==> src/nns_fifo.sv <==
// Small register queue between the request front and the execution back.
module nns_fifo #(
   parameter int WIDTH = 8,
   parameter int DEPTH = 4
) (
   input  logic             clock,
   input  logic             reset,
   input  logic             push_valid,
   output logic             push_ready,
   input  logic [WIDTH-1:0] push_data,
   output logic             pop_valid,
   input  logic             pop_ready,
   output logic [WIDTH-1:0] pop_data
);

   localparam int PTR_W = $clog2(DEPTH);
   localparam int CNT_W = $clog2(DEPTH + 1);

   logic [WIDTH-1:0] slot_ff [DEPTH];
   logic [PTR_W-1:0] wr_ptr_ff;
   logic [PTR_W-1:0] rd_ptr_ff;
   logic [CNT_W-1:0] count_ff;
   logic             do_push;
   logic             do_pop;

   assign push_ready = (count_ff != CNT_W'(DEPTH));
   assign pop_valid  = (count_ff != '0);
   assign pop_data   = slot_ff[rd_ptr_ff];
   assign do_push    = push_valid && push_ready;
   assign do_pop     = pop_valid && pop_ready;

   always_ff @(posedge clock) begin
      if (reset) begin
         wr_ptr_ff <= '0;
         rd_ptr_ff <= '0;
         count_ff  <= '0;
      end else begin
         if (do_push) begin
            wr_ptr_ff <= (wr_ptr_ff == PTR_W'(DEPTH - 1)) ? '0 : wr_ptr_ff + PTR_W'(1);
         end
         if (do_pop) begin
            rd_ptr_ff <= (rd_ptr_ff == PTR_W'(DEPTH - 1)) ? '0 : rd_ptr_ff + PTR_W'(1);
         end
         if (do_push && !do_pop) begin
            count_ff <= count_ff + CNT_W'(1);
         end else if (do_pop && !do_push) begin
            count_ff <= count_ff - CNT_W'(1);
         end
      end
   end

   always_ff @(posedge clock) begin
      if (do_push) begin
         slot_ff[wr_ptr_ff] <= push_data;
      end
   end

endmodule

==> config.mk <==
export PLATFORM = sky130hd
export DESIGN_NAME = nns_fifo
export DESIGN_NICKNAME = d
export VERILOG_FILES = /design/src/nns_fifo.sv
export SDC_FILE = /design/constraint.sdc
export NUM_CORES = 1
export LEC_CHECK = 0
export BUFFER_PORTS_ARGS = -buffer_cell sky130_fd_sc_hd__clkbuf_2
export CELL_PAD_IN_SITES_DETAIL_PLACEMENT = 0
export CELL_PAD_IN_SITES_GLOBAL_PLACEMENT = 2
export CORE_ASPECT_RATIO = 0.5
export CORE_MARGIN = 2
export CORE_UTILIZATION = 37
export DETAILED_ROUTE_END_ITERATION = 10
export GPL_ROUTABILITY_DRIVEN = 0
export GPL_TIMING_DRIVEN = 1
export PLACE_DENSITY = 0.74
export SETUP_SLACK_MARGIN = 0.5
export SYNTH_ARGS = -nofsm -noshare
export SYNTH_HDL_FRONTEND = slang
export SYNTH_SLANG_ARGS = --single-unit
==> constraint.sdc <==
create_clock -name clock -period 2.3 [get_ports clock]
set_input_delay 0.23 -clock clock [delete_from_list [all_inputs] [get_ports clock]]
set_output_delay 0.23 -clock clock [all_outputs]
set_load 0.02 [all_outputs]
# Word-level counts from Yosys, hierarchy flattened

Memory sizes are Yosys's and may differ from the RTL's. A register that Yosys moved wholly into a read port is not among the register bits.
Cells that the tools add are included.
W data, S select, Z words.

Bits in registers: 7
Bits in writable memories: 32
Memories kept: 1

Add/subtract/negate cells: 4
Equal/unequal tests: 3
Muxes and demuxes: 8
Reductions and logical operators: 8

Memory list:

| memory  | words | bits a word | rd ports | clocked after memory_dff | write ports | line | RTL |
|---|---|---|---|---|---|---|---|
| slot_ff | 4     | 8           | 1        | 1                        | 1           | 19   | `logic [WIDTH-1:0] slot_ff [DEPTH];` |

Operators by type and width:

| cell                  | count |
|---|---|
| $mux W2               | 4 |
| $mux W3               | 2 |
| $add A2 B1 Y2 const B | 2 |
| $eq A2 B2 Y1 const B  | 2 |
| $logic_and A1 B1 Y1   | 4 |
| $add A3 B1 Y3 const B | 1 |
| $ne A3 B3 Y1 const B  | 1 |
| $reduce_bool A3 Y1    | 1 |
| $sub A3 B1 Y3 const B | 1 |
| $logic_not A1 Y1      | 2 |
| $mux W1               | 2 |
| $reduce_bool A2 Y1    | 1 |

# Depth between registers and ports, before layout

Gate-level depths: netlist of the first run.

Depth in word-level cells: 6
Depth in mapped cells: 9
Depth with buffers taken out: 8

# Worst setup path before layout of the first run

OpenSTA, ideal clock, no wires.

Kind: register to register
From: reg count_ff[0]
To: reg count_ff[2]
Library setup time: 0.070 ns
Arrival time: 2.151 ns
Data required time: 2.230 ns
Path slack: 0.079 ns
Stages on the path, launching flop included: 10
Buffers on the path: 1
Cell sequence: dfxtp_1 or3b_1 clkbuf_2 and2_4 ha_1 inv_1 fa_1 xor2_1 or3_2 a21oi_1

Cells in the longest elaborated chain, start to end: 5

RTL lines:

| element                      | line | RTL |
|---|---|---|
| start: declaration           | 22   | `logic [CNT_W-1:0] count_ff;` |
| start signal: assignment     | 45   | `count_ff <= count_ff + CNT_W'(1);` |
| start signal: assignment     | 47   | `count_ff <= count_ff - CNT_W'(1);` |
| $ne A3 B3 Y1 (*)             | 26   | `assign push_ready = (count_ff != CNT_W'(DEPTH));` |
| named net push_ready         | 9    | `output logic push_ready,` |
| $logic_and A1 B1 Y1 (*)      | 29   | `assign do_push = push_valid && push_ready;` |
| named net do_push            | 23   | `logic do_push;` |
| $logic_not A1 Y1             | 46   | `end else if (do_pop && !do_push) begin` |
| $logic_and A1 B1 Y1          | 46   |  |
| $reduce_bool A2 Y1 (no line) | --   |  |

The timed path passes the listed nets; every way through them passes the cells marked *. The select of a mux whose other input is x is not followed.
A chain may end at the register's enable or synchronous reset.

# Worst setup path after layout of the first run

From: reg count_ff[2]
To: reg count_ff[2]

Cells in the longest elaborated chain, start to end: 5

RTL lines:

| element                      | line |
|---|---|
| $ne A3 B3 Y1 (*)             | 26 |
| $logic_and A1 B1 Y1 (*)      | 29 |
| named net do_push            | 23 |
| $logic_not A1 Y1             | 46 |
| $logic_and A1 B1 Y1          | 46 |
| $reduce_bool A2 Y1 (no line) | -- |

Marks and branches as above.

==> metrics.csv, run 1 <==
metric;value;unit
status;finished, final reports clean;
path_clk_slew;90;ps
worstSetupPathType;reg2reg;
internal_power;1630;µW
rr_endpoint;count_ff[2];
p_sw_frac;0.300;
die_h;51.0;µm
avgSynthCellArea;18.2;µm²
grt_pass1_vias;892;
r2r_start;count_ff[2];
synth-seq-cells;41;
period_share;0.841;
hold_depth;1;
ff2ff_path_depth;8;
first_pass_iters;2;
pwr-share-comb;0.311;
cp_data_required_time;2530;ps
cts-htree-levels;2;
antenna_found_initial;0;
nets;140;
hold_path.class;in2reg;
cts_sinks;41;
clock.fmax;517;MHz
grt_start_max_net_pins;15;
multi_input_area;503;µm²
synth_area;1630;µm²
arrival;2160;ps
hold_buffers;0;
final_cell_mix;edfxtp_1 (32), clkbuf_2 (21), mux4_2 (8), buf_4 (7);
insertion_delay;300;ps
final_common_cell;edfxtp_1;
hold_slack;148;ps
ys_warn_count;0;
crit_family;simple AND/OR/NAND/NOR gates;
ys_seq_area_frac;0.698;
hold_viol;0;
r2r_setup_slack;370;ps
via_per_inst;4.75;
slew_violations;0;
power_density;1150;nW/µm²
critical_path_buf_inv_count;1;
seqCellArea;1160;µm²
drt_iter0_drc;35;
p_seq_frac;0.439;
synth_cell_types;26;
rsz0062_at_grt;yes;
wl_per_cell;14.7;µm
track_usage;0.119;
root_buffer;clkbuf_8;
p_sw;698;µW
vias;850;
maxSlewHeadroom;0.763;
ant_nets;0;
start_util;0.378;
min_from;push_data[7];
drive_gt1_frac;0.508;
worst_setup_path_end_kind;flop;
cts_buffers;5;
critPathLaunchType;flop;
row_count;17;
fin_crit;1930;ps
drc;0;
fin_worst_skew;9.06;ps
die_area;5000;µm²
gr-total-overflow;0;
vdd_drop_max;0.598;mV
hold_path_end;slot_ff[3][7];
ioPinCount;22;
p_clk_frac;0.250;
portBuffers;21;
antenna_cells;0;
drv_cap;0;
power.leakage;0.000743;µW
die_w;98.0;µm
coreArea;4320;µm²
netlist_instances;90;
area_growth;23.3;%
setup-tns-final;0;ps
slowest_stage;dfxtp_4;
tritoncts;done;
dp_hpwl;1.77;mm
cpPeakStageDelay;370;ps
cts_buffer_depth;2;
worst-path-max-fanout;5;
fillCellCount;375;
syn_nets;109;
setup_violations;0;
drt_wl_total;2.63;mm
tightestPinTransition;356;ps
crit_chain;or3b_4 -> and2_4 -> ha_4 -> inv_2 -> fa_2 -> xor2_1 -> or3_4 -> a21oi_2;
grt_pass1_wl;4.30;mm
## layer usage
layer | vias up | GRT usage | part of all wire
met5 | - | 0 | 0
met4 | 0 | 0.0556 | 0.012
met3 | 4 | 0.0424 | 0.043
met2 | 20 | 0.208 | 0.52
met1 | 417 | 0.133 | 0.42
li1 | 409 | - | -
## worst reg2reg max path, stage by stage, from the launching register on
cell     delay, ps
dfxtp_4        370
or3b_4         240
and2_4         150
ha_4           130
inv_2           30
fa_2           320
xor2_1         180
or3_4          330
a21oi_2        120
## per-stage QoR
stage	instance area, µm²	utilization	total power, µW	instances	setup slack (ps)
finish	2010	0.467	2330	179	366
global placement	1830	0.424	1660	165	324
floorplan	1670	-	1500	90	309
global route	2010	0.467	2460	179	300
detailed placement	1830	0.424	1660	165	265
CTS	2010	0.466	2350	179	368
## layout make-up
type	instances	share of cell area
sequential	41	0.574
multi-input combinational	42	0.250
timing repair buffer	28	0.0783
tap	57	0.0354
clock buffer	5	0.0342
clock inverter	3	0.0230
inverter	3	0.00559
## registers in the layout, indices dropped and copies added, names as in the netlist, named ones only
register / count
slot_ff: 32
count_ff: 3
wr_ptr_ff: 2
rd_ptr_ff: 2
## repair_timing
action,4_1_cts,5_1_grt
gates resized for setup,6,1
pin swaps,3,1
endpoints found under the setup margin,10,10
setup buffers,6,0
## worst max-delay path by stage
stage / from / end / slack [ps] / cells past startpoint
3_5_place_dp: count_ff[0] / count_ff[2] / 270 / 8
5_1_grt: count_ff[2] / count_ff[2] / 300 / 8
3_3_place_gp: count_ff[0] / count_ff[2] / 320 / 8
6_report: count_ff[2] / count_ff[2] / 370 / 8
4_1_cts: count_ff[2] / count_ff[2] / 370 / 8
2_1_floorplan: count_ff[0] / count_ff[2] / 310 / 9
## power by group through the flow
stage               Sequential [µW]  Combinational (µW)  Clock, µW
floorplan                       983                 520          0
global placement               1030                 636          0
detailed placement             1030                 633          0
CTS                            1020                 732        596
global route                   1040                 794        628
finish                         1020                 723        582
## Yosys cell counts
| master | count | area [µm²] |
|---|---|---|
| clkbuf_2 | 1 | 5.00 |
| xor2_1 | 2 | 17.5 |
| nand3_1 | 1 | 5.00 |
| nor2_1 | 3 | 11.3 |
| dfxtp_1 | 9 | 180 |
| mux2i_1 | 3 | 30.0 |
| clkbuf_1 | 1 | 3.75 |
| fa_1 | 1 | 20.0 |
| ha_1 | 6 | 75.1 |
| or3_2 | 2 | 15.0 |
| edfxtp_1 | 32 | 961 |
| a21oi_1 | 2 | 10.0 |
| o21ai_0 | 1 | 5.00 |
| and3_2 | 4 | 30.0 |
| nand2_1 | 1 | 3.75 |
| and2_4 | 1 | 8.76 |
| or3b_1 | 1 | 8.76 |
| or3_1 | 1 | 6.26 |
| inv_1 | 3 | 11.3 |
| buf_2 | 1 | 5.00 |
| mux4_2 | 8 | 180 |
| nor3_1 | 1 | 5.00 |
| o31ai_2 | 1 | 12.5 |
| buf_1 | 1 | 3.75 |
| nand2b_1 | 2 | 12.5 |
| o31ai_1 | 1 | 7.51 |
## logic make-up after synthesis
family                   count (synthesis)  synth area share
AO/OA/AOI/OAI                            5            0.0214
XOR/XNOR                                 2            0.0107
adder cells (fa/ha/maj)                  7            0.0582
buffers and inverters                    7            0.0176
flip-flops                              41             0.698
multiplexers                            11             0.129
AND/OR/NAND/NOR                         17            0.0651
(Power assumes the default switching activity.)
==> run 2, diff against run 1 <==
--- a/config.mk
+++ b/config.mk
@@ -10,11 +10,11 @@
 export CELL_PAD_IN_SITES_GLOBAL_PLACEMENT = 2
 export CORE_ASPECT_RATIO = 0.5
 export CORE_MARGIN = 2
-export CORE_UTILIZATION = 37
+export CORE_UTILIZATION = 41
 export DETAILED_ROUTE_END_ITERATION = 10
 export GPL_ROUTABILITY_DRIVEN = 0
 export GPL_TIMING_DRIVEN = 1
-export PLACE_DENSITY = 0.74
+export PLACE_DENSITY = 0.78
 export SETUP_SLACK_MARGIN = 0.5
 export SYNTH_ARGS = -nofsm -noshare
 export SYNTH_HDL_FRONTEND = slang
==> constraint.sdc (replaced) <==
create_clock -name clock -period 1.8 [get_ports clock]
set_input_delay 0.18 -clock clock [delete_from_list [all_inputs] [get_ports clock]]
set_output_delay 0.18 -clock clock [all_outputs]
set_load 0.02 [all_outputs]
==> run 2 against run 1 <==
- the flow now finishes with violations (negative setup slack)
- non-clock buffer count increased by 5
- register-to-register slack got worse by 450 ps
- total power increased by 34%
- maximum frequency increased by 2.6%
- sequential cell count unchanged
- final area increased by 5.9%
- die area decreased by 9.2%
- routed wire length decreased by 2.1%
- clock power decreased by 2%
- worst setup slack got worse by 450 ps
- largest power group is now combinational logic
- highest routed layer unchanged
==> metrics.csv, run 2 (synthesized netlist as in run 1, its figures left out) <==
metric;value;unit;change
grt_pass1_vias;877;;-1.7%
portBuffers;21;;unchanged
max_flop_register;slot_ff;;
drt_iter0_drc;36;;+2.9%
drt_wl_total;2.58;mm;-2.1%
worst-path-max-fanout;3;;-2
antenna_found_initial;0;;unchanged
hold_path.class;in2reg;;
tightestPinTransition;395;ps;+39.7 ps
fin_crit;1880;ps;-48.9 ps
area_growth;30.6;%;
ant_nets;0;;unchanged
gr-total-overflow;0;;unchanged
start_util;0.423;;+0.0445
status;complete, but fails checks;;
largest_reg_flops;32;;unchanged
path_clk_slew;80;ps;about the same
slew_violations;0;;unchanged
top_regs;slot_ff x32, count_ff x3;;
vdd_drop_max;0.658;mV;+10%
via_per_inst;4.78;;+0.76%
drv_cap;0;;unchanged
track_usage;0.127;;+0.00867
violations;negative setup slack;;
hold_buffers;0;;unchanged
cp_data_required_time;2020;ps;-510 ps
arrival;2100;ps;-60 ps
busiest_layer;met2;;
use_met3;0.0467;;+0.00432
vias;866;;+1.9%
insertion_delay;280;ps;-20 ps
first_pass_iters;4;;+2
fin_ws;-85.0;ps;-451 ps
die_area;4540;µm²;-9.2%
drc;0;;unchanged
final_cell_mix;edfxtp_1 (32), clkbuf_2 (11), buf_4 (10), buf_8 (9), mux4_2 (8);;
wl_per_cell;14.2;µm;-3.2%
dp_cells;170;;+3.0%
final_common_cell;edfxtp_1;;
instances_no_fill;181;;+1.1%
power.leakage;0.000795;µW;+7.0%
period_share;1.05;;+0.206
nets;145;;+3.6%
root_buffer;clkbuf_8;;
dp_hpwl;1.74;mm;-1.4%
met1_usage;0.151;;+0.0182
met2_usage;0.209;;+0.000871
maxSlewHeadroom;0.736;;-0.0265
worstSetupPathType;reg2reg;;
cts-htree-levels;2;;unchanged
cts_buffer_depth;2;;unchanged
hold_viol;0;;unchanged
clock.fmax;531;MHz;+2.6%
cts_buffers;5;;unchanged
setup_violations;2;;+2
cts_sinks;41;;unchanged
power_density;1460;nW/µm²;+27%
fin_worst_skew;4.05;ps;-5.01 ps
coreArea;3860;µm²;-11%
ioPinCount;22;;unchanged
die_w;93.3;µm;-4.8%
row_count;16;;-1
worst_setup_path_end_kind;flop;;
fin_util;0.552;;+0.0856
antenna_cells;0;;unchanged
drive_gt1_frac;0.512;;+0.00361
grt_pass1_wl;4.17;mm;-2.9%
rsz0062_at_grt;yes;;
die_h;48.6;µm;-4.6%
grt_start_max_net_pins;14;;-1
tritoncts;done;;
critPathLaunchType;flop;;
[run 2: where the power goes]
part | internal, µW | switching [µW]
Combinational | 744 | 534
Sequential | 1180 | 89.9
Clock | 268 | 300
[run 2: final cells by class]
class / instances / area, µm²
inverters: 3 / 11.3
repair buffers: 33 / 310
clock inverters: 3 / 17.5
clock buffers: 5 / 68.8
fillers: 317 / 1730
multi-input cells: 42 / 504
well taps: 54 / 67.6
flip-flops and latches: 41 / 1150
[run 2: worst max-delay path, stage by stage (launching register included)]
cell,delay (ps)
dfxtp_4,360
or3b_1,390
and2_4,160
ha_4,150
inv_2,50
fa_2,180
xor2_1,80
or3_4,330
a21oi_2,110
[run 2: timing repair]
action	in CTS	in global routing
buffers inserted	3	0
resized for setup	26	11
gates cloned	0	0
endpoints found under the setup margin	45	47
pin swaps	5	0
[run 2: layer usage]
layer / routed length, µm / share of wire / vias to the layer above
met1: 1160 / 0.45 / 430
met2: 1300 / 0.50 / 14
met4: 46 / 0.018 / 0
met3: 77 / 0.030 / 5
met5: 0 / 0 / -
li1: - / - / 417
[run 2: path summary, 6_finish.rpt]
| kind | startpoint | end | slack (ps) | cells past startpoint |
|---|---|---|---|---|
| worst max-delay path | count_ff[1] | count_ff[2] | -80 | 8 |
| worst min-delay path | push_data[0] | slot_ff[1][0] | 110 | 1 |
| worst max register to register | count_ff[1] | count_ff[2] | -80 | 8 |
| worst min register to register | rd_ptr_ff[0] | flop | 490 | 2 |
[run 2: per-stage QoR]
step / instance area [µm²] / setup slack, ps / setup TNS [ps] / power (µW) / hold WS (ps)
5_1_grt: 2130 / -166 / -287 / 3300 / 99.3
2_1_floorplan: 1670 / -188 / -340 / 1920 / 279
4_1_cts: 2110 / -93.8 / -143 / 3090 / 99.0
6_report: 2130 / -85.0 / -119 / 3120 / 114
3_5_place_dp: 1890 / -163 / -212 / 2240 / 408
3_3_place_gp: 1890 / -110 / -128 / 2220 / 398
==> run 3, diff against run 2 <==
--- a/config.mk
+++ b/config.mk
@@ -15,6 +15,7 @@
 export GPL_ROUTABILITY_DRIVEN = 0
 export GPL_TIMING_DRIVEN = 1
 export PLACE_DENSITY = 0.78
+export REMOVE_ABC_BUFFERS = 1
 export SETUP_SLACK_MARGIN = 0.5
 export SYNTH_ARGS = -nofsm -noshare
 export SYNTH_HDL_FRONTEND = slang
==> run 3 against run 2 <==
- the flow still finishes with violations (negative setup slack)
- highest routed layer unchanged
- maximum frequency up 0.14%
- via count up 1.2%
- largest power group unchanged
- clock power up 3%
- first-iteration DRC count up 8.3%
- register-to-register slack about the same
==> metrics.csv, run 3 (synthesized netlist as in run 1, its figures left out) <==
metric;value;unit;change
status;complete, but fails checks;;
violations;negative setup slack;;
drt_wl_total;2.74;mm;+6.2%
first_pass_iters;4;;unchanged
row_count;16;;unchanged
p_sw_frac;0.302;;+0.00613
critPathLaunchType;flop;;
rsz0062_at_grt;yes;;
final_cell_mix;edfxtp_1 (32), clkbuf_2 (11), buf_8 (9), buf_4 (9), mux4_2 (8);;
drt_iter0_drc;39;;+8.3%
vias;876;;+1.2%
finalPower;3200;µW;+2.4%
instances_no_fill;184;;+1.7%
p_clk_frac;0.183;;about the same
via_per_inst;4.76;;-0.49%
max_flop_register;slot_ff;;
internal_power;2230;µW;+1.5%
path_clk_slew;80;ps;about the same
clock.fmax;531;MHz;+0.14%
die_w;93.3;µm;unchanged
wl_per_cell;14.9;µm;+4.5%
nets;148;;+2.1%
coreArea;3860;µm²;unchanged
pwr-share-comb;0.423;;+0.013
placed_cell_area;1870;µm²;-0.80%
power.leakage;0.000810;µW;+1.9%
insertion_delay;290;ps;about the same
root_buffer;clkbuf_8;;
final_area;2180;µm²;+2.2%
portBuffers;21;;unchanged
grt_pass1_vias;897;;+2.3%
drive_gt1_frac;0.538;;+0.0267
cts_buffers;5;;unchanged
fin_ws;-82.3;ps;+2.66 ps
fin_worst_skew;3.91;ps;-0.133 ps
maxSlewHeadroom;0.736;;about the same
die_h;48.6;µm;unchanged
cp_data_required_time;2030;ps;about the same
period_share;1.05;;-0.00148
arrival;2110;ps;about the same
hold_path.class;in2reg;;
hold_slack;106;ps;-8.03 ps
top_regs;slot_ff x32, count_ff x3;;
ioPinCount;22;;unchanged
largest_reg_flops;32;;unchanged
fin_crit;1880;ps;-2.66 ps
worst_setup_path_end_kind;flop;;
dp_hpwl;1.78;mm;+2.0%
grt_pass1_wl;4.51;mm;+7.9%
final_common_cell;edfxtp_1;;
dp_cells;172;;+1.2%
fillCellCount;305;;-3.8%
tightestPinTransition;396;ps;+0.142 ps
grt_start_max_net_pins;14;;unchanged
hold_viol;0;;unchanged
tritoncts;done;;
area_growth;33.4;%;
gr-total-overflow;0;;unchanged
ant_nets;0;;unchanged
multi_input_area;527;µm²;+4.5%
place_ws;-336;ps;-173 ps
worstSetupPathType;reg2reg;;
die_area;4540;µm²;unchanged
start_util;0.423;;unchanged
drc;0;;unchanged
antenna_found_initial;0;;unchanged
setup_violations;3;;+1
cts_buffer_depth;2;;unchanged
p_seq_frac;0.394;;-0.014
cts_sinks;41;;unchanged
power_density;1470;nW/µm²;+0.24%
worst-path-max-fanout;3;;unchanged
p_sw;966;µW;+4.5%
antenna_cells;0;;unchanged
track_usage;0.139;;+0.0112
vdd_drop_max;0.625;mV;-5.2%
slew_violations;0;;unchanged
seqCellArea;1150;µm²;-0.65%
drv_cap;0;;unchanged
cts-htree-levels;2;;unchanged
==> run 3: changes by cell type in the layout (fill, tap and decap cells not counted), sizes merged <==
cell	delta
buf	+2
clkbuf	+1
==> run 3: layout make-up <==
type	instances	share of cell area
Inverter	3	0.00517
Multi-Input combinational cell	42	0.242
Clock buffer	5	0.0316
Tap cell	54	0.0310
Sequential cell	41	0.526
Clock inverter	3	0.00804
Timing Repair Buffer	36	0.157
==> run 3: routing by layer <==
metal	routed length, µm	up-vias	share of wire	track usage
li1	-	426	-	-
met5	0	-	0	0
met4	61	0	0.022	0.0809
met1	1120	424	0.41	0.169
met2	1440	19	0.53	0.223
met3	117	7	0.043	0.0389
==> run 3: critical path: stages, from the launching register on <==
cell and delay [ps]:
dfxtp_2 340, o31ai_4 320, ha_4 180, inv_2 30, fa_2 330, xor2_1 160, or3_4 330, a21oi_2 110
==> run 3: power by group through the flow <==
stage               clock network [µW]  logic [µW]  registers (µW)
global route                       642        1470            1280
finish                             585        1350            1260
detailed placement                   0         932            1260
global placement                     0         916            1250
CTS                                604        1310            1260
floorplan                            0         551            1270
==> run 3: what timing repair did <==
| action | CTS | global route |
|---|---|---|
| hold buffers | 0 | 0 |
| setup endpoints to repair | 46 | 47 |
| gates cloned | 0 | 0 |
| gates resized for setup | 45 | 8 |
| buffers inserted | 4 | 0 |
| pin swaps | 12 | 3 |
==> run 3: stage by stage <==
stage / TNS, ps / util
floorplan: -665 / -
global placement: -322 / 0.484
detailed placement: -442 / 0.484
CTS: -202 / 0.562
global route: -375 / 0.564
finish: -143 / 0.564
==> run 3: worst paths after layout <==
kind | from | depth (start not counted) | slack (ps) | end
max reg2reg | count_ff[2] | 7 | -80 | count_ff[2]
min | push_data[5] | 1 | 110 | slot_ff[1][5]
min reg2reg | rd_ptr_ff[0] | 2 | 490 | flop
max | count_ff[2] | 7 | -80 | count_ff[2]
