### src/nns_pkg.sv
// Shared types, constants and the helper function of the nearest-neighbor scaler.
package nns_pkg;

   // Default sizing of the frame store and the image dimensions.
   localparam int STORE_PIXELS_DEF = 65536;
   localparam int MAX_DIM_DEF      = 4096;
   localparam int PIXEL_BITS_DEF   = 32;

   // Fixed field widths of the ports.
   localparam int CFG_DIM_BITS   = 13;
   localparam int PIXEL_OUT_BITS = 32;
   localparam int CSR_INDEX_BITS = 3;
   localparam int CSR_DATA_BITS  = 32;

   // Depth of the queue between the front and the back.
   localparam int QUEUE_DEPTH = 4;

   // Register indexes of the configuration port.
   localparam logic [CSR_INDEX_BITS-1:0] CSR_SRC_WIDTH  = 3'd0;
   localparam logic [CSR_INDEX_BITS-1:0] CSR_SRC_HEIGHT = 3'd1;
   localparam logic [CSR_INDEX_BITS-1:0] CSR_DST_WIDTH  = 3'd2;
   localparam logic [CSR_INDEX_BITS-1:0] CSR_DST_HEIGHT = 3'd3;
   localparam logic [CSR_INDEX_BITS-1:0] CSR_FILL_VALUE = 3'd4;

   // Request kinds.
   localparam logic KIND_LOAD = 1'b0;
   localparam logic KIND_EMIT = 1'b1;

   localparam logic [CFG_DIM_BITS-1:0] DIM_RESET = 13'd256;

   // Clamped configuration as seen by the front and the back.
   typedef struct packed {
      logic [CFG_DIM_BITS-1:0]   src_width;
      logic [CFG_DIM_BITS-1:0]   src_height;
      logic [CFG_DIM_BITS-1:0]   dst_width;
      logic [CFG_DIM_BITS-1:0]   dst_height;
      logic [PIXEL_OUT_BITS-1:0] fill_value;
   } cfg_type;

   // A dimension of zero counts as one; anything above the maximum counts as the maximum.
   function automatic logic [CFG_DIM_BITS-1:0] clamp_dim(input logic [CFG_DIM_BITS-1:0] v,
                                                         input logic [16:0] max_dim);
      logic [CFG_DIM_BITS-1:0] res;
      res = v;
      if (v == '0) begin
         res = CFG_DIM_BITS'(1);
      end else if ({4'b0000, v} > max_dim) begin
         res = max_dim[CFG_DIM_BITS-1:0];
      end
      return res;
   endfunction

endpackage

### src/nns_front.sv
// Request front: accepts requests, tracks the load position and builds queue entries.
module nns_front #(
   parameter int STORE_PIXELS = nns_pkg::STORE_PIXELS_DEF,
   parameter int MAX_DIM      = nns_pkg::MAX_DIM_DEF,
   parameter int PIXEL_BITS   = nns_pkg::PIXEL_BITS_DEF,
   localparam int STORE_W = (PIXEL_BITS < nns_pkg::PIXEL_OUT_BITS) ?
                            PIXEL_BITS : nns_pkg::PIXEL_OUT_BITS,
   localparam int AW      = $clog2(STORE_PIXELS),
   localparam int ENT_W   = STORE_W + AW + 2
) (
   input  logic                                clock,
   input  logic                                reset,
   input  nns_pkg::cfg_type                    cfg,
   input  logic                                req_valid,
   output logic                                req_ready,
   input  logic                                req_kind,
   input  logic [nns_pkg::PIXEL_OUT_BITS-1:0]  req_load_value,
   output logic                                ent_valid,
   input  logic                                ent_ready,
   output logic [ENT_W-1:0]                    ent_data
);

   localparam int DIM_W = ($clog2(MAX_DIM + 1) < nns_pkg::CFG_DIM_BITS) ?
                          $clog2(MAX_DIM + 1) : nns_pkg::CFG_DIM_BITS;
   localparam int POS_W = 2 * DIM_W;
   localparam int CMP_W = ((POS_W > AW) ? POS_W : AW) + 1;

   logic             ent_valid_ff;
   logic [ENT_W-1:0] ent_ff;
   logic [POS_W-1:0] pos_ff;

   logic             accept;
   logic [POS_W-1:0] sw_ext;
   logic [POS_W-1:0] sh_ext;
   logic [POS_W-1:0] frame;
   logic [POS_W:0]   pos_inc;
   logic             pos_wrap;
   logic [CMP_W-1:0] pos_cmp;
   logic             store_we;

   assign req_ready = !ent_valid_ff || ent_ready;
   assign accept    = req_valid && req_ready;
   assign ent_valid = ent_valid_ff;
   assign ent_data  = ent_ff;

   // The frame size sets where the load position wraps back to the start of the store.
   always_comb begin
      sw_ext   = POS_W'(cfg.src_width[DIM_W-1:0]);
      sh_ext   = POS_W'(cfg.src_height[DIM_W-1:0]);
      frame    = sw_ext * sh_ext;
      pos_inc  = {1'b0, pos_ff} + (POS_W + 1)'(1);
      pos_wrap = (pos_inc >= {1'b0, frame});
      pos_cmp  = CMP_W'(pos_ff);
      store_we = (pos_cmp < CMP_W'(STORE_PIXELS));
   end

   always_ff @(posedge clock) begin
      if (reset) begin
         ent_valid_ff <= 1'b0;
         pos_ff       <= '0;
      end else begin
         if (accept) begin
            ent_valid_ff <= 1'b1;
            if (req_kind == nns_pkg::KIND_LOAD) begin
               pos_ff <= pos_wrap ? '0 : pos_inc[POS_W-1:0];
            end
         end else if (ent_ready) begin
            ent_valid_ff <= 1'b0;
         end
      end
   end

   // Loads past the store capacity travel on with the write enable cleared.
   always_ff @(posedge clock) begin
      if (accept) begin
         if (req_kind == nns_pkg::KIND_LOAD) begin
            ent_ff <= {nns_pkg::KIND_LOAD, store_we, pos_cmp[AW-1:0],
                       req_load_value[STORE_W-1:0]};
         end else begin
            ent_ff <= {nns_pkg::KIND_EMIT, 1'b0, AW'(0), STORE_W'(0)};
         end
      end
   end

endmodule

### config.mk
export PLATFORM = sky130hd
export DESIGN_NAME = nns_front
export DESIGN_NICKNAME = d
export VERILOG_FILES = /design/src/nns_pkg.sv /design/src/nns_front.sv
export SDC_FILE = /design/constraint.sdc
export NUM_CORES = 1
export LEC_CHECK = 0
export BUFFER_PORTS_ARGS = -buffer_cell sky130_fd_sc_hd__clkbuf_2
export CAP_MARGIN = 20
export CORE_MARGIN = 4
export CORE_UTILIZATION = 30
export DETAILED_ROUTE_END_ITERATION = 10
export SLEW_MARGIN = 20
export SYNTH_ARGS = -nofsm -noshare
export SYNTH_HDL_FRONTEND = slang
export SYNTH_SLANG_ARGS = --single-unit
### constraint.sdc
create_clock -name clock -period 17.9 [get_ports clock]
set_input_delay 1.79 -clock clock [delete_from_list [all_inputs] [get_ports clock]]
set_output_delay 1.79 -clock clock [all_outputs]
set_load 0.02 [all_outputs]
Word-level counts from Yosys, hierarchy flattened
Cells that the tools add are included.
- register bits after elaboration: 77
- latch bits: 0
- bits in writable memories: 0
- ROM bits: 0
- output and inout port bits: 52
- logic and storage cells: 18
- memories kept: 0
- add/subtract/negate cells: 1
- multiply operators: 1
- divide/modulo/power cells: 0
- order comparisons: 2
- equal/unequal tests: 0
- shifts and indexed selects: 0
- multiplexer cells: 4
- bitwise logic cells: 1
- reduce and logical (&&, ||, !) cells: 5
- operators by type and width (kind ; count):
    50-bit two-way mux ; 1
    26-bit by 1-bit adder with 27-bit output, second input constant ; 1
    27-bit by 26-bit greater-or-equal comparator with 1-bit output ; 1
    26-bit by 17-bit < comparator with 1-bit output, second input constant ; 1
    13-bit by 13-bit multiplier with 26-bit output ; 1
    26-bit two-way mux ; 1
    1-bit two-way mux ; 2
    2-bit AND reduction ; 1
    2-bit nonzero test ; 1
    1-bit logical AND ; 1
    1-bit logical NOT ; 1
    1-bit logical OR ; 1
    1-bit inverter ; 1

Logic depth before layout (Yosys ltp)
Gate-level depths: netlist of run 1.
- depth after elaboration: 4
- depth in mapped cells: 33

Least setup slack after synthesis of run 1
OpenSTA, ideal clock, no wires.
- path type: input -> register
- from: in cfg[64] (netlist name)
- to: reg pos_ff[19]
- arrival: 8335 ps
- data required time: 17835 ps
- path slack: 9500 ps
- stages on the path: 28
- buffers on the path: 2
- cell sequence: clkbuf_1 -> nand2_1 -> fa_1 -> fa_1 -> fa_1 -> inv_1 -> fa_1 -> inv_1 -> fa_1 -> inv_1 -> ha_1 -> a21o_1 -> a21o_1 -> o31ai_1 -> a21oi_1 -> o221ai_1 -> nor2_1 -> a211oi_1 -> ha_1 -> a21o_1 -> a21o_1 -> a21o_1 -> a2111oi_4 -> o21ai_2 -> o31ai_4 -> buf_6 -> a22oi_1 -> nor2_1
- word-level cells in the longest chain between the ends: 3
- ends and longest elaborated chain (element ; line ; RTL):
    start: declaration ; nns_front.sv:13 ; input nns_pkg::cfg_type cfg,
    13-bit by 13-bit multiplier with 26-bit output ; nns_front.sv:50 ; frame = sw_ext * sh_ext;
    27-bit by 26-bit greater-or-equal comparator with 1-bit output ; nns_front.sv:52 ; pos_wrap = (pos_inc >= {1'b0, frame});
    26-bit two-way mux ; nns_front.sv:65 ; pos_ff <= pos_wrap ? '0 : pos_inc[POS_W-1:0];
    end signal: assignment ; nns_front.sv:65 ;
    end: declaration ; nns_front.sv:30 ; logic [POS_W-1:0] pos_ff;
Every way passes these cells.
A chain may end at the register's enable or synchronous reset.

Worst setup path in the final report of run 1
- from: in cfg[79] (netlist name)
- to: reg pos_ff[14]
Same word-level chain as after synthesis.

==> results of run 1 <==
==> layout make-up <==
class,count,area share
flip-flops and latches,77,0.193
clock inverters,7,0.00602
inverters,163,0.0577
repair buffers,118,0.0574
clock buffers,9,0.0213
multi-input cells,709,0.618
well taps,396,0.0468
==> report_power, final <==
part | total (mW) | internal [mW] | switching (mW)
clock | 0.176 | 0.0971 | 0.0787
combinational | 1.01 | 0.442 | 0.565
sequential | 0.200 | 0.198 | 0.00242
==> sequential cells by signal, indices dropped and copies added (netlist names) <==
signal and count:
ent_data 50, ent_valid 1, pos_ff 26
==> placed cells by master (no fill, tap or decap), types with 4 or more instances in the layout <==
master / netlist / routed
inv_1: 163 / 163
fa_1: 121 / 121
clkbuf_2: 0 / 114
nand2_1: 112 / 112
ha_1: 98 / 98
and2_1: 90 / 89
edfxtp_1: 50 / 50
nor2b_1: 48 / 48
nor2_1: 45 / 45
dfxtp_1: 27 / 27
xnor2_1: 23 / 23
a21o_1: 21 / 21
a21oi_1: 18 / 18
xor2_1: 17 / 17
a22oi_1: 17 / 17
nand3_1: 14 / 14
nand4_1: 10 / 10
o21ai_0: 9 / 9
clkbuf_16: 0 / 9
o211ai_1: 6 / 6
a211oi_1: 5 / 5
and3_1: 5 / 5
nand2b_1: 4 / 4
nor3_1: 4 / 4
or2_2: 4 / 4
a22oi_2: 4 / 4
==> per-layer routing <==
metal  vias to the layer above  wire, µm  share of wire
met4                         0       238          0.012
met1                      3439      8610           0.44
met2                       129      9970           0.51
li1                       3346         -              -
met5                         -         0              0
met3                        21       859          0.044
==> cell families (layout without fill, tap and decap cells) <==
| family | after synthesis | after routing | share of synthesized area |
|---|---|---|---|
| adder cells (fa/ha/maj) | 219 | 219 | 0.389 |
| AO/OA/AOI/OAI | 100 | 100 | 0.0801 |
| buffers and inverters | 202 | 297 | 0.0829 |
| flip-flops | 77 | 77 | 0.218 |
| XOR/XNOR | 40 | 40 | 0.0374 |
| AND/OR/NAND/NOR | 349 | 349 | 0.191 |
| multiplexers | 1 | 1 | 0.00107 |
==> worst max-delay path: cells and delay by family <==
kind            cells  cell delay, ns
compound gates     13            3.21
fa+ha+maj           7            3.25
buf+inv             6            0.66
simple gates        3            0.42
==> metrics by stage <==
stage	instances	cell area (µm²)	setup slack (ns)
after global placement	1462	10300	8.27
after global routing	1479	10600	8.32
after CTS	1479	10600	8.81
after detailed placement	1463	10300	8.45
after floorplan	988	9370	9.50
final	1479	10600	8.81
==> how the worst min path moves through the flow <==
| stage | startpoint | slack (ns) | endpoint | cells after the start |
|---|---|---|---|---|
| final | pos_ff[24]$_SDFFE_PP0P_ | 0.50 | pos_ff[24]$_SDFFE_PP0P_ | 2 |
| after global routing | pos_ff[21]$_SDFFE_PP0P_ | 0.54 | pos_ff[21]$_SDFFE_PP0P_ | 2 |
| after CTS | pos_ff[24]$_SDFFE_PP0P_ | 0.50 | pos_ff[24]$_SDFFE_PP0P_ | 2 |
| after detailed placement | pos_ff[24]$_SDFFE_PP0P_ | 0.50 | pos_ff[24]$_SDFFE_PP0P_ | 2 |
| after global placement | pos_ff[24]$_SDFFE_PP0P_ | 0.48 | pos_ff[24]$_SDFFE_PP0P_ | 2 |
| after floorplan | pos_ff[24]$_SDFFE_PP0P_ | 0.46 | pos_ff[24]$_SDFFE_PP0P_ | 2 |
==> flow_summary_export.csv, run 1 <==
group,metric,value,unit
run_status,status,"finished, final reports clean",
logic_synthesis,synth_fp_nets,1328,
sta,hold_viol_final,0,
drt,via_count,6935,
sta,rsz0062_at_grt,"no",
setup_path,slowest_delay,0.60,ns
finish,n_antenna_cell,0,
pwr,vdd_drop_max,0.000109,V
finish,multi_input_area,6550,µm²
setup_path,critical_path.max_fanout,16,
finish,fillers,3165,
run,drv_cap,0,
clock_tree,clk_latency,0.33,ns
global_route,grt_use_met2,0.212,
setup_path,end_kind,"flip-flop",
pwr,power-per-cell-area,130,nW/µm²
pwr,finalPower,1.38,mW
floorplan,die_area,34100,µm²
drt,wirelength,19700,µm
sta,finalCriticalPeriod,9.09,ns
logic_synthesis,avgSynthCellArea,9.48,µm²
logic_synthesis,synthTopCellsByArea,"fa_1 26%, edfxtp_1 16%, ha_1 13%, inv_1 6.5%, and2_1 6.0%",
sta,worstMarginPinSlew,0.643,ns
clock_tree,htree_levels,3,
clock_tree,cts_post_setup_buffers_inserted,0,
drt,drc,0,
setup_path,critPathKind,"input pin to flip-flop",
drt,vias_per_cell,4.69,
clock_tree,clk_pin_slew,0.07,ns
drt,ant_nets,0,
global_route,grt_pass1_wl,34100,µm
setup_path,cp.required,18.16,ns
setup_path,arrival,9.35,ns
logic_synthesis,yosys.area.top_type,"fa_1",
global_route,busiest_layer,"met2",
sta,finalCritPeriodShare,0.508,
global_route,grt_pass1_vias,7172,
setup_path,slowest_stage,"o31ai_4",
setup_path,cp-endpoint,"pos_ff[14]$_SDFFE_PP0P_",
drt,drtIter0Drc,263,
finish,ff_latch_area,2040,µm²
logic_synthesis,yosysMostFrequentCell,"inv_1",
logic_synthesis,synth_seq_cells,77,
placed_design,gp_congestion,0.792,
logic_synthesis,ys.flop_type,"edfxtp_1",
logic_synthesis,synthesis.area,9370,µm²
setup_path,rr_endpoint,"pos_ff[14]$_SDFFE_PP0P_",
global_route,gr-total-overflow,0,
logic_synthesis,syn_inst,988,
setup_path,r2r_slack,13.51,ns
global_route,grt_max_degree,52,
sta,setup_tns,0,ns
pwr,leakage,5.19,nW
setup_path,reg2reg_from,"pos_ff[0]$_SDFFE_PP0P_",
drt,post_drt_wl_per_cell,13.3,µm
floorplan,core-area,30700,µm²
sta,hold_ws,0.502,ns
global_route,met1_usage,0.157,
clock_tree,cts_resized,0,
finish,layout.nets,1418,
clock_tree,hold_buffers,0,
setup_path,startpoint,"cfg[79]",
floorplan,start_util,0.305,
setup_path,reg2reg_depth,16,
min_path,worstHoldPathType,"flip-flop to flip-flop",
setup_path,startpoint_type,"input pin",
logic_synthesis,yosys-top-cells-count,"163 x inv_1, 121 x fa_1, 112 x nand2_1, 98 x ha_1, 90 x and2_1",
logic_synthesis,synth_edf_count,50,
clock_tree,cts_tree,"done",
placed_design,io_buffer_count,114,
finish,utilization,0.346,
floorplan,die_height,185,µm
floorplan,die_x,185,µm
sta,slew_headroom,0.571,
floorplan,io-pin-count,173,
clock_tree,root_buffer,"clkbuf_16",
logic_synthesis,yosys_warnings,0,
sta,worst_clock_skew,0.00677,ns
clock_tree,clock_path_buffers,2,
clock_tree,numClockSinks,77,
logic_synthesis,yosysUniqueCellTypes,52,
sta,slew_violations,0,
drt,drt_pass1_iterations,4,
placed_design,dp_hpwl,16300,µm
floorplan,rows,64,
global_route,globalRouteTotalUtil,0.119,
clock_tree,cts_made_buffers,9,
sta,max_freq,110,MHz
logic_synthesis,synthArstFlopShare,0,
finish,syn_to_final_growth,13.1,%
finish,drive_gt1_frac,0.137,
logic_synthesis,yosysSeqAreaShare,0.218,
sta,setup_viol,0,
logic_synthesis,synth_top_area_frac,0.259,
global_route,globalRouteMet3Util,0.0164,
global_route,antenna_found_initial,0,
Note: power is estimated with default switching activity, not from simulation.
==> run 2, diff against run 1 <==
Clock period 17.9 ns to 7.72 ns, I/O delays scaled along.
==> flow_summary_export.csv, run 2 (synthesis gave the netlist of run 1 again) <==
group,metric,value,unit
placed_design,dp_hpwl,17100,µm
finish,final_cell_mix,"163 x inv_1, 121 x fa_1, 114 x clkbuf_2",
clock_tree,cts_tree,"done",
setup_path,startpoint_type,"input pin",
sta,finalCriticalPeriod,7.33,ns
global_route,globalRouteTotalUtil,0.119,
finish,syn_to_final_growth,18.3,%
floorplan,io-pin-count,173,
global_route,antenna_found_initial,0,
global_route,gr-total-overflow,0,
setup_path,end_kind,"flip-flop",
finish,n_antenna_cell,0,
run,drv_cap,0,
floorplan,die_x,185,µm
run_status,status,"finished, final reports clean",
clock_tree,clk_pin_slew,0.06,ns
setup_path,critPathKind,"input pin to flip-flop",
sta,slew_headroom,0.571,
pwr,finalPower,3.44,mW
global_route,grt_max_degree,52,
setup_path,crit_cells,32,
sta,finalCritPeriodShare,0.950,
floorplan,die_height,185,µm
finish,fillers,3136,
floorplan,rows,64,
drt,drt_pass1_iterations,4,
global_route,grt_pass1_wl,33500,µm
floorplan,core-area,30700,µm²
finish,largest_reg_flops,50,
finish,final_cells,1534,
drt,ant_nets,0,
min_path,holdPathStages,2,
pwr,power-per-cell-area,310,nW/µm²
setup_path,arrival,7.61,ns
drt,wirelength,20200,µm
finish,drive_gt1_frac,0.185,
setup_path,crit_top_cell,"fa_1",
setup_path,reg2reg_depth,18,
clock_tree,clock_path_buffers,2,
sta,rsz0062_at_grt,"no",
setup_path,slowest_delay,0.54,ns
setup_path,critical_path.max_fanout,8,
floorplan,start_util,0.305,
drt,via_count,7054,
floorplan,die_area,34100,µm²
clock_tree,numClockSinks,77,
clock_tree,cts_made_buffers,9,
drt,post_drt_wl_per_cell,13.2,µm
placed_design,placedCellCount,1516,
drt,drtIter0Drc,211,
setup_path,crit_buf_inv,7,
finish,layout.nets,1473,
placed_design,io_buffer_count,114,
pwr,leakage,5.48,nW
sta,hold_viol_final,0,
sta,worst_clock_skew,0.00484,ns
min_path,worstHoldPathType,"flip-flop to flip-flop",
clock_tree,clk_latency,0.34,ns
sta,slew_violations,0,
clock_tree,hold_buffers,0,
placed_design,gp_congestion,0.793,
setup_path,cp.required,7.99,ns
drt,vias_per_cell,4.60,
drt,drc,0,
sta,worstMarginPinSlew,0.644,ns
clock_tree,htree_levels,3,
pwr,vdd_drop_max,0.000254,V
setup_path,critical_path.top_delay_family,"adder cells",
clock_tree,root_buffer,"clkbuf_16",
global_route,grt_pass1_vias,7052,
sta,max_freq,136,MHz
sta,setup_viol,0,
setup_path,slowest_stage,"fa_1",
finish,final_common_cell,"inv_1",
[run 2: final timing paths]
kind | endpoint | from | slack (ns)
worst min-delay path | pos_ff[24]$_SDFFE_PP0P_ | pos_ff[24]$_SDFFE_PP0P_ | 0.50
worst max register to register | pos_ff[9]$_SDFFE_PP0P_ | pos_ff[0]$_SDFFE_PP0P_ | 3.53
worst min register to register | pos_ff[24]$_SDFFE_PP0P_ | pos_ff[24]$_SDFFE_PP0P_ | 0.50
worst max-delay path | pos_ff[9]$_SDFFE_PP0P_ | cfg[76] | 0.39
[run 2: per-stage QoR]
stage                     cell area, µm²  TNS (ns)   util  hold WS (ns)  setup WS [ns]
after floorplan                     9370         0      -         0.457          0.338
after global placement             10700         0  0.349         0.487        0.00369
after detailed placement           10700    -0.562  0.349         0.500        -0.0417
after CTS                          11000         0  0.359         0.507          0.262
after global routing               11100         0  0.361         0.535        0.00244
final                              11100         0  0.361         0.504          0.386
[run 2: metal layers]
metal	global-route usage	vias up	part of all wire
li1	-	3445	-
met1	0.158	3463	0.45
met2	0.208	125	0.49
met3	0.0170	21	0.047
met4	0.0247	0	0.013
met5	0	-	0
[run 2: tightest hold or removal path: stages, from the launching register on]
cell     delay [ns]
dfxtp_1        0.35
nand2_1        0.07
nand2_1        0.05
[run 2: what timing repair did]
action / CTS / global route
buffers inserted: 0 / 1
setup endpoints to repair: 0 / 25
resized for setup: 0 / 9
[run 2: cell type report]
type / instances / area [µm²] / share of cell area
clock buffers: 9 / 225 / 0.0203
clock inverters: 7 / 63.8 / 0.00576
inverters: 163 / 612 / 0.0552
multi-input cells: 709 / 6590 / 0.594
flip-flops and latches: 77 / 2040 / 0.184
well taps: 396 / 495 / 0.0447
repair buffers: 173 / 1060 / 0.0953
[run 2: where the power goes]
part / leakage [nW] / switching, mW / internal (mW)
combinational: 4.62 / 1.39 / 1.18
sequential: 0.716 / 0.00585 / 0.458
clock: 0.137 / 0.183 / 0.226
==> run 3, diff against run 2 <==
Settings changed: CORE_UTILIZATION 30 to 52, PLACE_DENSITY set to 0.78.
==> flow_summary_export.csv, run 3 (synthesis gave the netlist of run 1 again) <==
group,metric,value,unit
run_status,status,"finished, final reports clean",
setup_path,end_kind,"flip-flop",
finish,fillers,1442,
sta,max_freq,135,MHz
finish,multi_input_area,6570,µm²
global_route,globalRouteMet3Util,0.0289,
pwr,combPwrFrac,0.745,
finish,fin_area,10700,µm²
drt,drt_pass1_iterations,5,
run,drv_cap,0,
placed_design,place_area,10400,µm²
sta,worst_clock_skew,0.00561,ns
global_route,globalRouteTotalUtil,0.201,
setup_path,reg2reg_depth,16,
setup_path,crit_cells,30,
pwr,finalPower,3.27,mW
finish,final_common_cell,"inv_1",
finish,final_cell_mix,"163 x inv_1, 120 x fa_1, 114 x clkbuf_2",
floorplan,start_util,0.536,
drt,post_drt_wl_per_cell,14.4,µm
floorplan,die_area,20200,µm²
finish,syn_to_final_growth,13.8,%
min_path,holdPathStages,2,
placed_design,gp_congestion,0.860,
floorplan,die_height,142,µm
pwr,power.share.switching,0.456,
global_route,busiest_layer,"met2",
finish,n_antenna_cell,0,
finish,largest_reg_flops,50,
sta,setup_viol,0,
floorplan,die_x,142,µm
global_route,gr-total-overflow,0,
pwr,p_switching,1.49,mW
min_path,worstHoldPathType,"flip-flop to flip-flop",
drt,via_count,7123,
clock_tree,numClockSinks,77,
global_route,grt_max_degree,52,
drt,drc,0,
sta,worstMarginPinSlew,0.640,ns
floorplan,io-pin-count,173,
clock_tree,cts_made_buffers,9,
clock_tree,root_buffer,"clkbuf_16",
setup_path,slowest_delay,0.54,ns
pwr,p_int,1.78,mW
drt,drtIter0Drc,349,
clock_tree,cts_tree,"done",
clock_tree,htree_levels,3,
setup_path,crit_buf_inv,6,
pwr,clockPowerShare,0.113,
clock_tree,cts_post_setup_buffers_inserted,0,
global_route,grt_pass1_wl,33400,µm
pwr,vdd_drop_max,0.000306,V
setup_path,arrival,7.67,ns
pwr,power-per-cell-area,306,nW/µm²
setup_path,critical_path.max_fanout,10,
drt,vias_per_cell,5.30,
global_route,grt_use_met2,0.361,
pwr,seqPwrFrac,0.142,
global_route,met1_usage,0.247,
drt,wirelength,19400,µm
sta,slew_headroom,0.573,
clock_tree,clock_path_buffers,2,
finish,ff_latch_area,2040,µm²
clock_tree,cts_resized,0,
floorplan,rows,48,
global_route,grt_pass1_vias,7338,
drt,ant_nets,0,
clock_tree,clk_latency,0.34,ns
clock_tree,hold_buffers,0,
global_route,antenna_found_initial,0,
setup_path,slowest_stage,"fa_1",
pwr,leakage,5.37,nW
sta,hold_viol_final,0,
sta,slew_violations,0,
finish,drive_gt1_frac,0.164,
finish,layout.nets,1454,
setup_path,crit_top_cell,"fa_1",
placed_design,dp_hpwl,15800,µm
sta,finalCritPeriodShare,0.959,
setup_path,critical_path.top_delay_family,"adder cells",
setup_path,startpoint_type,"input pin",
placed_design,io_buffer_count,114,
setup_path,cp.required,7.99,ns
setup_path,critPathKind,"input pin to flip-flop",
floorplan,core-area,17500,µm²
sta,finalCriticalPeriod,7.40,ns
clock_tree,clk_pin_slew,0.06,ns
-- run 3: cell count changes in the layout (fill, tap and decap cells not counted), sizes merged --
cell      delta
clkinvlp     -2
buf         -19
clkinv       +3
inv          -5
clkbuf       +4
-- run 3: final cells by class --
type | count | area share
multi-input cells | 709 | 0.616
flip-flops and latches | 77 | 0.191
repair buffers | 154 | 0.0852
inverters | 163 | 0.0574
well taps | 225 | 0.0264
clock buffers | 13 | 0.0225
clock inverters | 3 | 0.00141
-- run 3: power by group through the flow --
stage	registers (mW)	logic, mW	clock network, mW
after floorplan	0.495	1.87	0
after global placement	0.472	2.36	0
after detailed placement	0.473	2.41	0
after CTS	0.464	2.43	0.376
after global routing	0.465	2.85	0.395
final	0.464	2.43	0.369
-- run 3: metal layers --
metal  wire (µm)  share of wire
met1        7760           0.40
met2       10300           0.53
met3         708          0.037
met4         593          0.031
met5           0              0
-- run 3: final timing paths --
path | from | endpoint | slack, ns
setup / recovery | cfg[60] | pos_ff[7]$_SDFFE_PP0P_ | 0.32
hold reg to reg | pos_ff[24]$_SDFFE_PP0P_ | pos_ff[24]$_SDFFE_PP0P_ | 0.50
hold / removal | pos_ff[24]$_SDFFE_PP0P_ | pos_ff[24]$_SDFFE_PP0P_ | 0.50
setup reg to reg | pos_ff[0]$_SDFFE_PP0P_ | pos_ff[7]$_SDFFE_PP0P_ | 3.55
-- run 3: metrics by stage --
stage	setup slack, ns	cells	utilization	hold WS [ns]	setup TNS, ns
global placement	0.0639	1326	0.592	0.478	0
finish	0.317	1344	0.610	0.496	0
CTS	0.300	1342	0.607	0.499	0
detailed placement	-0.0419	1326	0.592	0.488	-0.669
floorplan	0.338	988	-	0.457	0
global route	-0.0107	1344	0.610	0.531	-0.0256
-- run 3: worst register-to-register path, cell delays in order, from the launching register on --
cell,delay [ns]
dfxtp_1,0.44
ha_1,0.26
nand3_1,0.13
nor2_1,0.35
and3_1,0.36
nand4_1,0.15
xnor2_1,0.27
ha_1,0.30
a21o_1,0.16
a21o_1,0.17
a21o_1,0.21
a2111oi_4,0.35
o21ai_2,0.13
o31ai_4,0.42
clkbuf_16,0.24
a22oi_1,0.06
nor2_1,0.10
